--- config.mk ---
export PLATFORM = sky130hd
export DESIGN_NAME = multi_stack_engine_unit
export DESIGN_NICKNAME = d
export VERILOG_FILES = /design/src/sv/msk_pkg.sv /design/src/sv/multi_stack_engine_unit.sv
export SDC_FILE = /design/constraint.sdc
export NUM_CORES = 2
export LEC_CHECK = 0
export BUFFER_PORTS_ARGS = -buffer_cell sky130_fd_sc_hd__buf_2
export CAP_MARGIN = 10
export CORE_ASPECT_RATIO = 0.9
export CORE_MARGIN = 2
export CORE_UTILIZATION = 25
export CTS_BUF_LIST = sky130_fd_sc_hd__clkbuf_4
export DETAILED_ROUTE_END_ITERATION = 7
export GPL_ROUTABILITY_DRIVEN = 0
export SLEW_MARGIN = 10
export SYNTH_ARGS = -nofsm -noshare
export SYNTH_HDL_FRONTEND = slang
export SYNTH_SLANG_ARGS = --single-unit
--- constraint.sdc ---
create_clock -name clk_i -period 7 [get_ports clk_i]
set_input_delay 1.4 -clock clk_i [delete_from_list [all_inputs] [get_ports clk_i]]
set_output_delay 1.4 -clock clk_i [all_outputs]
set_load 0.01 [all_outputs]
--- src/sv/msk_pkg.sv ---
`timescale 1ns / 1ps
`default_nettype none

package msk_pkg;

  localparam int unsigned NUM_STACKS_DEF  = 4;
  localparam int unsigned STACK_DEPTH_DEF = 16;

  localparam int unsigned CMD_W   = 2;
  localparam int unsigned SEL_W   = 2;
  localparam int unsigned WORD_W  = 32;
  localparam int unsigned STAT_W  = 2;

  typedef enum logic [CMD_W-1:0] {
    CMD_PUSH = 2'd0,
    CMD_POP  = 2'd1,
    CMD_PEEK = 2'd2
  } cmd_e;

  typedef enum logic [STAT_W-1:0] {
    ST_OK        = 2'd0,
    ST_OVERFLOW  = 2'd1,
    ST_UNDERFLOW = 2'd2
  } status_e;

  typedef struct packed {
    logic [CMD_W-1:0]         command;
    logic [SEL_W-1:0]         stack_select;
    logic signed [WORD_W-1:0] push_value;
  } msk_req_t;

  typedef struct packed {
    logic signed [WORD_W-1:0] read_value;
    logic [STAT_W-1:0]        status;
  } msk_rsp_t;

endpackage

`default_nettype wire

--- src/sv/multi_stack_engine_unit.sv ---
// multi_stack_engine_unit: a set of independent lifo stacks in one word memory
//
// request channel (in_*): one request per accepted valid/stall handshake,
// carrying a command (push, pop or peek), a stack index and a push value
// response channel (out_*): exactly one response per request, in order,
// carrying the popped or peeked word and a status (ok, overflow, underflow)
// errors, unused command codes and out-of-range stack indexes leave the
// stacks unchanged and return a zero word
//
// a request passes the in-flight register and then the response register
// before it shows on out_valid_o; throughput is one request per cycle
// while the receiver does not stall, set by the single memory port, which
// serves one read or one write per request
// fill counts sit in flip-flops and are updated at acceptance, so a request
// directly behind another already sees its effect on the memory address
//
// reset clears all fill counts (all stacks empty) and empties the pipeline;
// the memory itself is not cleared, since only pushed entries are read
// when the receiver stalls, the response register holds, the one request in
// flight waits with its read data held, and in_stall_o rises to block input
`timescale 1ns / 1ps
`default_nettype none

module multi_stack_engine_unit
  import msk_pkg::*;
#(
  parameter int unsigned NUM_STACKS  = NUM_STACKS_DEF,
  parameter int unsigned STACK_DEPTH = STACK_DEPTH_DEF
) (
  input  wire logic     clk_i,
  input  wire logic     rst_ni,
  input  wire logic     in_valid_i,
  output logic          in_stall_o,
  input  wire msk_req_t in_req_i,
  output logic          out_valid_o,
  input  wire logic     out_stall_i,
  output msk_rsp_t      out_rsp_o
);

  // derived sizes
  localparam int unsigned MemDepth = NUM_STACKS * STACK_DEPTH;
  localparam int unsigned AddrW    = (MemDepth > 1) ? $clog2(MemDepth) : 1;
  localparam int unsigned FillW    = $clog2(STACK_DEPTH + 1);
  localparam int unsigned IdxW     = (NUM_STACKS > 1) ? $clog2(NUM_STACKS) : 1;

  // fill count per stack
  logic [FillW-1:0] fill_q [NUM_STACKS];
  logic [FillW-1:0] fill_d;
  logic             fill_we;

  // word memory, one port, registered read
  logic [WORD_W-1:0] mem_q [MemDepth];
  logic [WORD_W-1:0] mem_rdata_q;
  logic [AddrW-1:0]  mem_addr;
  logic              mem_we;
  logic              mem_re;

  // request in flight: memory read data arrives here
  logic          s1_valid_q;
  logic          s1_use_mem_q;
  logic          s1_use_mem_d;
  status_e       s1_status_q;
  status_e       s1_status_d;

  // response register
  logic          out_valid_q;
  msk_rsp_t      out_rsp_q;

  logic          in_accept;
  logic          out_load;
  logic          s1_free;
  logic          in_range;
  logic [IdxW-1:0]  sel_idx;
  logic [FillW-1:0] fill_cur;
  logic [AddrW-1:0] base_addr;
  logic [AddrW-1:0] push_addr;
  logic [AddrW-1:0] top_addr;

  // response register takes the in-flight request when empty or draining
  assign out_load   = !out_valid_q || !out_stall_i;
  assign s1_free    = !s1_valid_q || out_load;
  assign in_stall_o = !s1_free;
  assign in_accept  = in_valid_i && s1_free;

  assign in_range  = (32'(in_req_i.stack_select) < NUM_STACKS);
  assign sel_idx   = IdxW'(in_req_i.stack_select);
  assign fill_cur  = in_range ? fill_q[sel_idx] : '0;
  assign base_addr = AddrW'(AddrW'(sel_idx) * AddrW'(STACK_DEPTH));
  assign push_addr = base_addr + AddrW'(fill_cur);
  assign top_addr  = base_addr + AddrW'(fill_cur) - AddrW'(1);

  // decode: pick memory access, fill update and status
  always_comb begin
    fill_d       = fill_cur;
    fill_we      = 1'b0;
    mem_we       = 1'b0;
    mem_re       = 1'b0;
    mem_addr     = top_addr;
    s1_use_mem_d = 1'b0;
    s1_status_d  = ST_OK;
    if (in_accept && in_range) begin
      unique case (in_req_i.command)
        CMD_PUSH: begin
          if (fill_cur == FillW'(STACK_DEPTH)) begin
            s1_status_d = ST_OVERFLOW;
          end else begin
            mem_we   = 1'b1;
            mem_addr = push_addr;
            fill_d   = fill_cur + FillW'(1);
            fill_we  = 1'b1;
          end
        end
        CMD_POP, CMD_PEEK: begin
          if (fill_cur == '0) begin
            s1_status_d = ST_UNDERFLOW;
          end else begin
            mem_re       = 1'b1;
            s1_use_mem_d = 1'b1;
            if (in_req_i.command == CMD_POP) begin
              fill_d  = fill_cur - FillW'(1);
              fill_we = 1'b1;
            end
          end
        end
        default: begin
          // unused command code: no effect
        end
      endcase
    end
  end

  always_ff @(posedge clk_i or negedge rst_ni) begin
    if (!rst_ni) begin
      for (int i = 0; i < NUM_STACKS; i++) begin
        fill_q[i] <= '0;
      end
    end else if (fill_we) begin
      fill_q[sel_idx] <= fill_d;
    end
  end

  // memory write and registered read; read data holds while no new read
  always_ff @(posedge clk_i) begin
    if (mem_we) begin
      mem_q[mem_addr] <= in_req_i.push_value;
    end
    if (mem_re) begin
      mem_rdata_q <= mem_q[mem_addr];
    end
  end

  always_ff @(posedge clk_i or negedge rst_ni) begin
    if (!rst_ni) begin
      s1_valid_q <= 1'b0;
    end else if (s1_free) begin
      s1_valid_q <= in_accept;
    end
  end

  always_ff @(posedge clk_i) begin
    if (in_accept) begin
      s1_use_mem_q <= s1_use_mem_d;
      s1_status_q  <= s1_status_d;
    end
  end

  always_ff @(posedge clk_i or negedge rst_ni) begin
    if (!rst_ni) begin
      out_valid_q <= 1'b0;
    end else if (out_load) begin
      out_valid_q <= s1_valid_q;
    end
  end

  always_ff @(posedge clk_i) begin
    if (out_load && s1_valid_q) begin
      out_rsp_q.read_value <= s1_use_mem_q ? mem_rdata_q : '0;
      out_rsp_q.status     <= s1_status_q;
    end
  end

  assign out_valid_o = out_valid_q;
  assign out_rsp_o   = out_rsp_q;

endmodule

`default_nettype wire

==> metrics.md <==
| Metric | Value |
|---|---|
| Synth area leaders | `edfxtp_1, mux2i_1, a221oi_1` |
| Clock share of power | `0.314` |
| Cells after synthesis | `4,701` |
| DRC | `0` |
| Top_reg_cell synth | `edfxtp_1` |
| Unrepaired setup endpoints after global routing | `no` |
| Vias in the first global route | `48,240` |
| Library cells used by synthesis | `76` |
| IO Port Bufs | `75` |
| Final hold vios | `0` |
| Post_cts resized | `0` |
| Reg2reg setup slack | `1.25 ns` |
| Final min period | `5.750 ns` |
| Hold Path Sink | `s1_valid_q` |
| Fin cells | `9,918` |
| CP max stage delay | `0.85 ns` |
| Vias | `48,762` |
| CTS tree | `yes` |
| GRT Overall Usage | `0.1419` |
| Vias per inst | `4.917` |
| Clock Sinks | `2,139` |
| Combinational Power Share | `0.239` |
| Total grt overflow | `0` |
| Pre-antenna DRT Iters | `7` |
| Commonest cells after routing, fill and taps aside | `edfxtp_1, clkbuf_4, nand2_1, a21oi_1, mux2i_1` |
| Row count | `197` |
| Die area | `0.3268 sq mm` |
| Post-Syn Area | `0.08056 sq mm` |
| Placed Instances | `9,016` |
| Net Count, Synth | `4,747` |
| Hold Crit Class | `in -> reg` |
| Hold_sp | `in_valid_i` |
| R2R Path Start | `fill_q[16]` |
| R2R cell count | `14` |
| Post-Place Cell Area | `0.08827 sq mm` |
| Worst setup EP type | `flop` |
| Die Y | `542.5 microns` |
| Max transition margin | `0.1932` |
| First-pass GRT wire length | `341,700 microns` |
| Arr. time, crit path | `6.80 ns` |
| Area of the multi-input gates | `0.01543 sq mm` |
| Worst path most repeated cell | `buf_12` |
| Sequential power share | `0.447` |
| Postcts setup bufs | `0` |
| Startpoint Class | `flop` |
| Post-synth ARST share | `0.01029` |
| Share of the synthesized area in the top cell type | `0.7892` |
| CTS buffer count | `533` |
| Register area | `0.06412 sq mm` |
| Largest net degree at the start of global routing | `99` |
| Slowest library cell on the worst path | `o31ai_4` |
| H-tree depth | `6` |
| Core Footprint | `0.3204 sq mm` |
| DIE WIDTH | `602.4 microns` |
| Nets | `5,321` |
| Clock Pin Slew Worst Setup and Hold Paths | `0.06 ns` |
| Antenna viol nets, final | `0` |
| Share of layout cells above drive strength 1 | `0.2250` |
| HPWL after DPL | `133,900 microns` |
| Finished Cell Area | `0.09477 sq mm` |
| VDD IR-drop max | `245.7 uV` |
| Tcrit/Tclk final | `0.8214` |
| Setup TNS | `0 ns` |
| Largest delay contributor family on the critical path | `compound AO/OA/AOI/OAI gates` |
| Clock root buffer | `clkbuf_4` |
| Least-Margin Pin Slew | `1.210 ns` |
| Sequential area share after synthesis | `0.7960` |
| WS Path Type | `reg -> reg` |
| I/O pin cnt | `76` |
| Reg2reg end | `mem_rdata_q[31]` |
| Most common cell after layout, fill and taps aside | `edfxtp_1` |
| Syn avg cell area | `17.14 sq um` |
| Leak pwr | `30.02 nW` |
| Final setup violation count | `0` |
| Fmax | `173.9 MHz` |
| Worst path bufs/invs | `4` |
| Crit path required time | `8.05 ns` |
| Crit-path cells | `mux4_2 -> inv_1 -> ha_1 -> nor2b_1 -> a22oi_2 -> o31ai_4 -> mux2i_4 -> buf_12 -> buf_12 -> buf_4 -> o22ai_1 -> o21ai_0 -> o2111ai_1 -> or3_1` |
| DR iter-0 viols | `5,857` |
| Max-cap violations | `0` |
| P_int | `22.12 mW` |
| Post-synth EDFFs | `2,117` |
| Critical Path Fanout Max | `37` |
| Post-Route WL | `239,400 microns` |
| Clock Skews | `0.1310 ns` |
| # fillers | `31,676` |
| Sw Share | `0.3117` |
| Net switching power | `10.02 mW` |
| Hold depth | `2` |
| Hold_buf cts | `1` |
| Antenna violations before repair | `22` |
| Slew Limit Fails | `0` |
| Synth warnings | `0` |
| PwrDens | `339.1 mW/mm^2` |
| Number of synthesized register bits | `2,139` |
| Outcome | `finished clean` |
| Clock buffer depth | `4` |
| Routed len/inst | `24.14 microns` |
| Area leader, netlist | `edfxtp_1` |
| Initial Util | `0.2514` |
| Area Growth Syn to Fin | `17.65%` |
| Worst skew pair latency | `1.37 ns` |
[Yosys cell counts, drive strengths merged (14+ instances only)]
master  count
a22oi     197
nor2      119
nand2     413
and2       39
o21ai     114
a221oi    216
a21oi     329
mux2i     224
clkbuf    107
mux2       27
buf       208
a211oi     30
nand3      38
or4        14
dfrtp      22
a222oi     52
o22ai     146
edfxtp   2117
a221o      91
nor3       20
[flip-flops by register name, summed over array words and instances, names as in the netlist]
signal and count:
mem_q 2048, out_rsp_o 34, mem_rdata_q 32, fill_q 20, s1_status_q 2, out_valid_o 1, s1_use_mem_q 1, s1_valid_q 1
[kinds of logic (layout without fill, tap and decap cells)]
family                   Yosys count  after routing  share of synthesized area
XOR/XNOR                           2              2                  0.0002175
AO/OA/AOI/OAI                   1280           1280                     0.1127
buffers and inverters            325           1254                    0.02005
flip-flops                      2139           2139                     0.7960
other                              0             10                          0
adder cells (fa/ha/maj)            6              6                  0.0009319
multiplexers                     255            255                    0.03302
AND/OR/NAND/NOR                  694            694                    0.03704
[power groups by stage]
stage / clock network [mW] / logic, mW / registers [mW]
3_5_place_dp: 0 / 7.58 / 14.6
6_report: 10.1 / 7.69 / 14.4
4_1_cts: 10.3 / 7.60 / 14.4
3_3_place_gp: 0 / 7.53 / 14.6
5_1_grt: 10.9 / 8.12 / 14.4
2_1_floorplan: 0 / 4.46 / 14.6
[routing by layer]
layer	vias to the layer above	part of all wire	global-route usage
met5	-	0.00020	0
li1	20696	-	-
met4	6	0.029	0.05115
met1	25014	0.40	0.1822
met3	397	0.086	0.02658
met2	2649	0.49	0.2384
[through the flow]
stage | hold WS (ns) | setup slack, ns | util | power (mW)
2_1_floorplan | 0.4003 | 0.5720 | - | 19.06
3_3_place_gp | 0.4172 | 0.06550 | 0.2755 | 22.17
3_5_place_dp | 0.4062 | 0.09401 | 0.2755 | 22.22
4_1_cts | 0.2195 | 1.350 | 0.2956 | 32.26
5_1_grt | 0.2879 | 1.067 | 0.2957 | 33.43
6_report | 0.3570 | 1.250 | 0.2958 | 32.14
[worst max-delay path by stage]
stage / startpoint / to / slack, ns / cells past startpoint
floorplan: in_req_i[32] / mem_q[12][0] / 0.57 / 15
global placement: in_req_i[33] / mem_rdata_q[31] / 0.07 / 15
detailed placement: in_req_i[33] / mem_rdata_q[31] / 0.09 / 15
finish: fill_q[16] / mem_rdata_q[31] / 1.25 / 14
global route: fill_q[16] / mem_rdata_q[31] / 1.07 / 14
CTS: fill_q[16] / mem_rdata_q[31] / 1.35 / 14
[final cells by class]
type	count	share of cell area
antenna	10	0.0002640
clock buffer	755	0.05981
clock inverter	135	0.008159
inverter	10	0.0003961
multi-input combinational	2237	0.1628
sequential	2139	0.6766
tap	4278	0.05648
timing repair buffer	354	0.03549
Power figures use the tool's default switching activity.
